**config.mk**
```make
export PLATFORM = sky130hd
export DESIGN_NAME = pep_divider
export DESIGN_NICKNAME = d
export VERILOG_FILES = /design/src/rtl/pep_pkg.sv /design/src/rtl/pep_divider.sv
export SDC_FILE = /design/constraint.sdc
export NUM_CORES = 1
export LEC_CHECK = 0
export BUFFER_PORTS_ARGS = -buffer_cell sky130_fd_sc_hd__buf_2
export CAP_MARGIN = 10
export CORE_MARGIN = 4
export CORE_UTILIZATION = 50
export CTS_BUF_LIST = sky130_fd_sc_hd__clkbuf_4 sky130_fd_sc_hd__clkbuf_8
export CTS_CLUSTER_DIAMETER = 200
export CTS_CLUSTER_SIZE = 30
export DETAILED_ROUTE_END_ITERATION = 16
export PLACE_DENSITY = 0.78
export RECOVER_POWER = 100
export SLEW_MARGIN = 5
export SYNTH_ARGS = -nofsm -noshare
export SYNTH_HDL_FRONTEND = slang
export SYNTH_SLANG_ARGS = --single-unit
```
**constraint.sdc**
```tcl
create_clock -name clk -period 2.16 [get_ports clk]
set_input_delay 0.432 -clock clk [delete_from_list [all_inputs] [get_ports clk]]
set_output_delay 0.432 -clock clk [all_outputs]
set_load 0.03 [all_outputs]
```
**src/rtl/pep_pkg.sv**
```systemverilog
// Shared types and constants for the pointer event processor.
`default_nettype none
package pep_pkg;
    localparam int CFG_IDX_W = 3;
    localparam int CFG_DATA_W = 16;

    typedef enum logic [3:0] {
        KIND_MOVE = 4'd0,
        KIND_PRESS = 4'd1,
        KIND_RELEASE = 4'd2,
        KIND_VSCROLL = 4'd3,
        KIND_HSCROLL = 4'd4,
        KIND_WARP = 4'd5,
        KIND_CLICK = 4'd14,
        KIND_DCLICK = 4'd15
    } kind_code_t;

    typedef enum logic [2:0] {
        REG_WIDTH = 3'd0,
        REG_HEIGHT = 3'd1,
        REG_INVERT = 3'd2,
        REG_GAIN = 3'd3,
        REG_KNEE = 3'd4,
        REG_DEBOUNCE = 3'd5,
        REG_HOLD = 3'd6,
        REG_GAP = 3'd7
    } reg_index_t;

    typedef enum logic [3:0] {
        ST_IDLE,
        ST_DISPATCH,
        ST_ACC_X,
        ST_DIV_X,
        ST_FIN_X,
        ST_ACC_Y,
        ST_DIV_Y,
        ST_FIN_Y,
        ST_OUT1,
        ST_OUT2
    } state_t;

    typedef struct packed {
        logic [3:0] event_kind;
        logic [15:0] ptr_x;
        logic [15:0] ptr_y;
        logic signed [15:0] step_x;
        logic signed [15:0] step_y;
        logic signed [15:0] wheel_v;
        logic signed [15:0] wheel_h;
        logic [7:0] button_out;
        logic [7:0] click_number;
        logic last_of_run;
    } result_t;

    typedef struct packed {
        logic start;
        logic [39:0] dividend;
        logic [15:0] divisor;
    } div_req_t;

    typedef struct packed {
        logic busy;
        logic done;
        logic [39:0] quotient;
    } div_rsp_t;
endpackage
`default_nettype wire

```
**src/rtl/pep_divider.sv**
```systemverilog
// Restoring divider, one quotient bit per cycle, 40-bit by 16-bit.
`default_nettype none
module pep_divider (
    input  wire logic clk,
    input  wire logic rst_n,
    input  wire pep_pkg::div_req_t req,
    output pep_pkg::div_rsp_t rsp
);
    import pep_pkg::*;

    localparam int NW = 40;
    localparam int CW = $clog2(NW + 1);

    logic [NW-1:0] quo_reg, quo_next;
    logic [16:0] rem_reg, rem_next;
    logic [15:0] dvs_reg, dvs_next;
    logic [CW-1:0] cnt_reg, cnt_next;
    logic busy_reg, busy_next;
    logic done_reg, done_next;
    logic [16:0] trial;
    logic [17:0] diff;

    always_comb
    begin
        quo_next = quo_reg;
        rem_next = rem_reg;
        dvs_next = dvs_reg;
        cnt_next = cnt_reg;
        busy_next = busy_reg;
        done_next = 1'b0;
        trial = {rem_reg[15:0], quo_reg[NW-1]};
        diff = {1'b0, trial} - {2'b00, dvs_reg};
        if (req.start)
        begin
            quo_next = req.dividend;
            rem_next = '0;
            dvs_next = req.divisor;
            cnt_next = CW'(NW);
            busy_next = 1'b1;
        end
        else if (busy_reg)
        begin
            if (!diff[17])
            begin
                rem_next = diff[16:0];
                quo_next = {quo_reg[NW-2:0], 1'b1};
            end
            else
            begin
                rem_next = trial;
                quo_next = {quo_reg[NW-2:0], 1'b0};
            end
            cnt_next = cnt_reg - 1'b1;
            if (cnt_reg == CW'(1))
            begin
                busy_next = 1'b0;
                done_next = 1'b1;
            end
        end
    end

    always_ff @(posedge clk or negedge rst_n)
    begin
        if (!rst_n)
        begin
            busy_reg <= 1'b0;
            done_reg <= 1'b0;
            cnt_reg <= '0;
        end
        else
        begin
            busy_reg <= busy_next;
            done_reg <= done_next;
            cnt_reg <= cnt_next;
        end
    end

    always_ff @(posedge clk)
    begin
        quo_reg <= quo_next;
        rem_reg <= rem_next;
        dvs_reg <= dvs_next;
    end

    assign rsp.busy = busy_reg;
    assign rsp.done = done_reg;
    assign rsp.quotient = quo_reg;

    assert property (@(posedge clk) disable iff (!rst_n) done_reg |-> !busy_reg)
        else $error("divider done while busy");
    assert property (@(posedge clk) disable iff (!rst_n)
        (busy_reg && !req.start && cnt_reg == CW'(1)) |=> done_reg)
        else $error("divider missed done");
    assert property (@(posedge clk) disable iff (!rst_n) req.start |=> busy_reg)
        else $error("divider did not start");
endmodule
`default_nettype wire

```
After elaboration in Yosys (flattened, before gate mapping)
Index checks and enable logic that the tools add are counted.

Bitwise operators: 0. Equality and inequality tests: 1. Divide/modulo/power cells: 0. $add $sub $neg: 2. Order comparisons: 0. Multiply operators: 0. Reduce and logical (&&, ||, !) cells: 1. Muxes and demuxes: 12. Shift operators: 0.

Operators by type and width (number): $mux 40 (2); $sub 17x16->18 (1); $mux 16 (1); $mux 6 (2); $mux 1 (7); $eq 6x1->1 const B (1); $sub 6x1->6 const B (1); $reduce_bool 2->1 (1).

Memories: 0. ROM bits: 0. Bits of input ports: 59. Register bits: 80. Word-level logic and storage cells: 22. Output and inout bits: 42. Memory bits (writable): 0. Bits in latches: 0.

Longest topological paths before layout
Gate-level depths: netlist of the first run.

Word-level depth: 4. Gate-level depth with buffers: 10. Mapped depth without buffers: 9.

Worst setup path after synthesis of the first run
Ideal clock, no wire load.

Path type: flip-flop to flip-flop. Start point: register quo_reg[39]. End point: register rem_reg[12]. Path buffers: 0. Data arrival time: 2.286 ns. Library setup time: 0.091 ns. Setup slack: -0.217 ns. Cell stages (with the launch flop): 10. Clock period less this slack: 2.377 ns. Required time: 2.069 ns. Path through: edfxtp_1 > inv_1 > ha_1 > fa_1 > nand2b_1 > a211oi_2 > nor2_1 > o311ai_1 > o22ai_1 > a311oi_1.

Longest elaborated chain between the ends: 2.

RTL lines: from (decl) (RTL line pep_divider.sv:14) `logic [NW-1:0] quo_reg, quo_next;`; from (signal assigned) (RTL line pep_divider.sv:80) `quo_reg <= quo_next;`; $sub 17x16->18 (RTL line pep_divider.sv:32) `diff = {1'b0, trial} - {2'b00, dvs_reg};`; $mux 16 (RTL line pep_divider.sv:43) `if (!diff[17])`; to (signal assigned) (RTL line pep_divider.sv:81) `rem_reg <= rem_next;`; to (decl) (RTL line pep_divider.sv:15) `logic [16:0] rem_reg, rem_next;`.

No other way between the ends. A chain may end at the register's enable or synchronous reset.

Worst setup path after layout of the first run
Start point: register dvs_reg[3]. End point: register rem_reg[10].

Longest elaborated chain between the ends: 2.

RTL lines: from (decl) (RTL line pep_divider.sv:16) `logic [15:0] dvs_reg, dvs_next;`; from (signal assigned) (RTL line pep_divider.sv:82) `dvs_reg <= dvs_next;`; $sub 17x16->18 (RTL line pep_divider.sv:32); $mux 16 (RTL line pep_divider.sv:43).

No other way between the ends.

==> key figures, run 1 <==
Power
  • Pint: 3.69 mW
  • Power share of the clock group: around 22%
  • Power density cells: about 1100 nW/um^2
  • Sw Ratio: between 30 and 40%
  • Switching power: 2.17 mW
  • VDD IR-drop max: around 0.56 mV
  • Lkg Pwr: 2.22 nW
  • Reg power frac: approximately 36%
  • Combinational power share: between 40% and 50%

Routing
  • Antenna viol nets, final: 0
  • DR WL/cell: about 17 um
  • Pre-antenna DRT Iters: 5
  • Vias: around 3,500
  • DRC violations left: 0
  • Total Wirelength: around 11 mm
  • Drt initial violations: around 170
  • Vias per Instance: ~5.6

Yosys
  • Mapped cell area: 4270 sq um
  • Syn nets: around 450
  • Largest area contributor in the synthesized netlist: edfxtp_1
  • Post-synthesis async set-or-reset flop share: about a tenth
  • Mapped Avg Cell Area: between 10 and 15 sq um
  • Seq cells post-synth: 80
  • Sequential fraction of the synthesis area: between 50% and 60%
  • Post-synth top flop: edfxtp_1
  • Share of the synthesized area in the top cell type: 39.4%
  • Post-synth EDFFs: between 50 and 60
  • Top cells by area, synth: edfxtp_1 (39%), mux2_2 (10%), dfxtp_1 (7.5%), ha_1 (5.3%), dfrtp_1 (4.7%)
  • Synth warn: 0
  • Yosys cell types: 58
  • Synthesized netlist cell count: 370

GRT
  • GRT overflow: 0
  • Gr usage total: between 20% and 30%
  • Antenna violations before repair: 0
  • Vias in the first global route: 3,515
  • Largest net degree at the start of global routing: around 40
  • Global-route wire length before repair: about 17 mm

Clocking
  • # clock sinks: 80
  • Inserted Clock Buffers: 9
  • Clk root buf: clkbuf_8
  • CTS H-tree depth: 3
  • Clock latency on the worst-skew pair: 370 ps
  • Clock buffer depth: 2
  • CTS tree: yes
  • Clk slew on worst S/H paths: ~100 ps

Placement
  • DP HPWL: about 7.5 mm
  • Port bufs: 100
  • GP Congestion: between 0.9 and 1

Final layout
  • Max reg flops: 40
  • Multi-input gate area: approximately 2100 sq um
  • Final nets: approximately 600
  • Filler instances: between 600 and 700
  • Share of cells above drive strength 1: between 30% and 40%
  • Area delta synth->final: 28.3%
  • Antenna diodes: 0
  • Commonest non-fill, non-tap cells in the layout: edfxtp_1 (56), buf_2 (56), clkbuf_1 (47)
  • Sequential Area: around 2200 sq um

Min path
  • Hold wc startpoint: req[8]
  • Min-Delay Path Class: primary input to register
  • WHS Endpoint: dvs_reg[8]
  • Cells on Worst Hold Path: 1

STA
  • Final Hold Fails: 0
  • Period utilisation layout: 102%
  • WHS: approximately 230 ps
  • Setup ws final: -47.7 ps
  • Setup_tns: -86.7 ps
  • Achievable Freq: 453 MHz
  • Pins Over Slew Limit: 0
  • Minimum clock period: ~2200 ps
  • Skew final: between 10 and 15 ps
  • Relative slew slack: ~17%
  • Unrepaired setup endpoints after global routing: yes
  • Worst-Margin Slew: 1240 ps
  • # setup viols final: 3

Critical path
  • Reg2Reg Capture Point: rem_reg[10]
  • CP Capture Type: register
  • CP Class: register to register
  • R2r worst-path depth: 10
  • Critical path launch point: dvs_reg[3]
  • R2R Path Start: dvs_reg[3]
  • Critical Path RT: between 2000 and 2500 ps
  • Setup crit start kind: register
  • Worst Path Max Fanout: 3
  • WP data arrival: 2440 ps
  • R2R Setup Slk: -50 ps

Die
  • Core ar.: 8260 sq um
  • Initial core utilization: between 50% and 60%
  • Die area: 10,100 sq um
  • Die width: ~100 um
  • Die Height: approximately 100 um
  • Io pins: around 100
  • Number of cell rows: 33

Run status
  • Status: complete, but fails checks
  • Failing checks: negative setup slack

Flow run
  • Number of max-cap violations: 0
## worst max-delay path: stages (launching register included)
cell      delay [ps]
edfxtp_1         390
inv_2             80
ha_4             200
buf_4            140
o211ai_1         360
a211oi_4          90
buf_4            150
o31a_1           240
nor2_2           120
xor2_1           180
a31oi_1          120
## stage by stage
stage,total power [mW],std cells,cell area [sq um],setup WS (ps),utilization [%]
3_5_place_dp,4.32,594,5140,-44.8,62.3
4_1_cts,5.71,615,5460,-53.1,66.1
3_3_place_gp,4.26,594,5140,42.2,62.3
6_report,5.85,616,5480,-47.7,66.3
2_1_floorplan,3.60,370,4290,-121,-
5_1_grt,6.18,616,5480,-146,66.3
## worst max path at each step
stage,endpoint,slack (ps)
after detailed placement,rem_reg[12],-40
after global placement,rem_reg[14],40
after global routing,rem_reg[10],-150
after CTS,rem_reg[12],-50
final,rem_reg[10],-50
after floorplan,quo_reg[0],-120
## cell type report
type | instances | share of cell area (%)
tap | 105 | 2.40
sequential | 80 | 40.2
clock buffer | 9 | 2.26
timing repair buffer | 142 | 14.1
clock inverter | 7 | 1.87
inverter | 22 | 1.51
multi-input combinational | 251 | 37.6
## kinds of logic (layout without fill, tap and decap cells)
logic type	after synthesis	count (layout)	synth area share, %
AO/OA/AOI/OAI	75	75	13.7
XOR/XNOR	15	15	3.08
adder cells (fa/ha/maj)	19	19	5.74
buffers and inverters	39	180	3.93
flip-flops	80	80	51.6
multiplexers	41	41	10.8
AND/OR/NAND/NOR	101	101	11.1
## layer usage
layer	track usage (%)	part of all wire, %	up-vias
met5	0	0	-
met4	8.70	2.6	0
met3	3.68	4.5	28
met2	38.9	53	103
met1	25.1	40	1696
li1	-	-	1650
## power groups by stage
stage	combinational [mW]	clock (mW)	sequential, mW
5_1_grt	2.67	1.36	2.15
2_1_floorplan	1.33	0	2.27
4_1_cts	2.31	1.31	2.09
3_5_place_dp	2.21	0	2.12
3_3_place_gp	2.16	0	2.10
6_report	2.46	1.29	2.11
## cells in the mapped netlist (5+ instances only)
cell and number:
edfxtp_1 56, mux2_2 39, nor2_1 35, inv_1 22
nand2_1 21, ha_1 18, dfxtp_1 16, a21oi_1 13
nand3_1 12, clkbuf_1 10, nand2b_1 10, xnor2_1 10
nor3_1 9, o21ai_1 9, dfrtp_1 8, a21o_1 5
a311oi_2 5, xor2_1 5
## what timing repair did
item / 4_1_cts / 5_1_grt
gates resized for setup: 8 / 19
pin swaps: 8 / 13
hold endpoints to repair: 8 / 0
hold buffers: 1 / 0
setup endpoints to repair: 8 / 17
setup buffers: 4 / 1
gates cloned: 0 / 0
Power figures use the tool's default switching activity.
==> inputs of run 2 (changes only) <==
--- a/config.mk
+++ b/config.mk
@@ -10,12 +10,12 @@
 export CORE_MARGIN = 4
 export CORE_UTILIZATION = 50
 export CTS_BUF_LIST = sky130_fd_sc_hd__clkbuf_4 sky130_fd_sc_hd__clkbuf_8
-export CTS_CLUSTER_DIAMETER = 200
 export CTS_CLUSTER_SIZE = 30
 export DETAILED_ROUTE_END_ITERATION = 16
 export PLACE_DENSITY = 0.78
 export RECOVER_POWER = 100
-export SLEW_MARGIN = 5
+export SETUP_SLACK_MARGIN = 0.2
+export SLEW_MARGIN = 20
 export SYNTH_ARGS = -nofsm -noshare
 export SYNTH_HDL_FRONTEND = slang
 export SYNTH_SLANG_ARGS = --single-unit
==> run 2 against run 1 <==
Against the previous run: the run still ends with negative setup slack left; sequential power hardly changed; combinational power up 9.3%; final cell count is 1.6% higher; worst setup slack worse by 40 ps; cell area increased by 4.2%; via count up 2.5%; critical path depth decreased by 1; critical path type unchanged; largest cell class unchanged; largest power group unchanged.
==> key figures, run 2 (same netlist as run 1, synthesis figures left out) <==
Run status
  • Status: complete, but fails checks
  • Failing checks: negative setup slack

Critical path
  • Reg2Reg Capture Point: rem_reg[5]
  • Crit path max-delay family: compound AO/OA/AOI/OAI gates
  • R2R Path Start: dvs_reg[1]
  • CP Class: register to register
  • Setup crit start kind: register
  • Slowest CP cell: edfxtp_1
  • R2r worst-path depth: 9
  • R2R Setup Slk: -90 ps
  • Critical path depth in cells: 9
  • CP Capture Type: register
  • Worst Path Max Fanout: 6
  • CP bufs+invs: 2
  • Slowest stage delay, CP: ~450 ps
  • WP data arrival: 2510 ps
  • Critical Path, Cell by Cell: inv_2 > ha_4 > nand2b_4 > a21oi_4 > o2111a_2 > o31ai_4 > buf_6 > nand3_2 > a311oi_2
  • Critical Path RT: between 2000 and 2500 ps

Routing
  • Antenna viol nets, final: 0
  • Pre-antenna DRT Iters: 7
  • Vias per Instance: 5.69
  • DR WL/cell: 18.2 um
  • Vias: between 3,000 and 4,000
  • DRC violations left: 0
  • Drt initial violations: 202
  • Total Wirelength: 11.4 mm

Final layout
  • Max reg flops: 40
  • Share of cells above drive strength 1: 39.9%
  • Area delta synth->final: 33.7%
  • Final Cell Area: between 5000 and 6000 sq um
  • Commonest non-fill, non-tap cells in the layout: edfxtp_1 (56), buf_2 (56), clkbuf_1 (44)
  • Antenna diodes: 0
  • Final nets: roughly 600

Min path
  • Cells on Worst Hold Path: 1
  • Min-Delay Path Class: primary input to register
  • Hold wc startpoint: req[14]
  • WHS Endpoint: dvs_reg[14]

Die
  • Initial core utilization: 51.7%
  • Die area: about 10,000 sq um
  • Io pins: a little over 100
  • Number of cell rows: 33
  • Core ar.: about 8300 sq um
  • Die Height: 100 um
  • Die width: between 100 and 150 um

STA
  • Relative slew slack: roughly 13%
  • Minimum clock period: roughly 2200 ps
  • Worst-Margin Slew: between 1000 and 1500 ps
  • # setup viols final: 15
  • Setup ws final: -87.4 ps
  • Pins Over Slew Limit: 0
  • Unrepaired setup endpoints after global routing: yes
  • Period utilisation layout: 104%
  • Achievable Freq: ~440 MHz
  • WHS: about 240 ps
  • Skew final: between 10 and 15 ps
  • Final Hold Fails: 0

Placement
  • Port bufs: 100
  • Dpl cell area: 5240 sq um
  • GP Congestion: approximately 0.94
  • DP HPWL: roughly 8 mm

GRT
  • Largest net degree at the start of global routing: 40
  • GRT overflow: 0
  • Global-route wire length before repair: around 18 mm
  • Antenna violations before repair: 0
  • Vias in the first global route: about 3,600
  • Gr usage total: 23.1%

Clocking
  • CTS H-tree depth: 3
  • CTS tree: yes
  • Clk slew on worst S/H paths: ~90 ps
  • Clock buffer depth: 2
  • # clock sinks: 80
  • Inserted Clock Buffers: 9
  • Clk root buf: clkbuf_8
  • Clock latency on the worst-skew pair: 360 ps

Power
  • Sw Ratio: between 30% and 40%
  • Pint: roughly 4.0 mW
  • Power share of the clock group: about a quarter
  • Reg power frac: between 30% and 40%
  • Combinational power share: between 40% and 50%
  • Lkg Pwr: approximately 2.3 nW
  • Power density cells: ~1100 nW/um^2
  • Switching power: approximately 2.2 mW
  • VDD IR-drop max: about 0.64 mV

Flow run
  • Number of max-cap violations: 0
==> run 2: changes by cell type in the layout (fill, tap and decap cells not counted), moves of 3 or more <==
cell | before | now
buf_4 | 34 | 39
clkbuf_1 | 47 | 44
nand3_2 | 0 | 7
nand3_1 | 12 | 5
buf_6 | 2 | 7
==> run 2: cell type report <==
class | instances | area, sq um
Multi-Input combinational cell | 251 | 2120
Clock inverter | 6 | 140
Sequential cell | 80 | 2200
Inverter | 22 | 83.8
Fill cell | 614 | 2550
Clock buffer | 9 | 124
Timing Repair Buffer | 153 | 905
Tap cell | 105 | 131
==> run 2: per-layer routing <==
layer,global-route usage [%],routed length [um]
met4,8.91,316
met2,43.3,6120
met1,26.0,4350
met5,0,0
met3,3.75,608
==> run 2: timing repair <==
action	CTS	global route
setup endpoints to repair	17	17
resized for setup	25	13
setup buffers	6	1
pin swaps	17	19
endpoints found under the hold margin	8	0
gates cloned	0	0
hold buffers	1	0
==> run 2: power groups by stage <==
stage	registers [mW]	clock network, mW	logic, mW
after detailed placement	2.12	0	2.34
after floorplan	2.28	0	1.35
final	2.12	1.46	2.69
after global placement	2.10	0	2.27
after global routing	2.15	1.56	2.88
after CTS	2.10	1.49	2.52
==> run 2: worst max-delay path by stage <==
stage / endpoint / slack [ps] / start
floorplan: quo_reg[0] / -120 / quo_reg[39]
global placement: rem_reg[3] / -40 / dvs_reg[4]
detailed placement: rem_reg[3] / -110 / dvs_reg[4]
CTS: rem_reg[5] / -40 / dvs_reg[2]
global route: rem_reg[12] / -200 / dvs_reg[1]
finish: rem_reg[5] / -90 / dvs_reg[1]
==> run 2: stage by stage <==
step / TNS [ps] / utilization [%] / worst slack, ps / power [mW] / std cells
after floorplan: -285 / - / -118 / 3.62 / 370
after global placement: -43.4 / 63.5 / -42.3 / 4.37 / 603
after detailed placement: -442 / 63.5 / -107 / 4.46 / 603
after CTS: -141 / 68.8 / -42.5 / 6.10 / 625
after global routing: -4270 / 69.1 / -196 / 6.59 / 626
final: -659 / 69.1 / -87.4 / 6.27 / 626
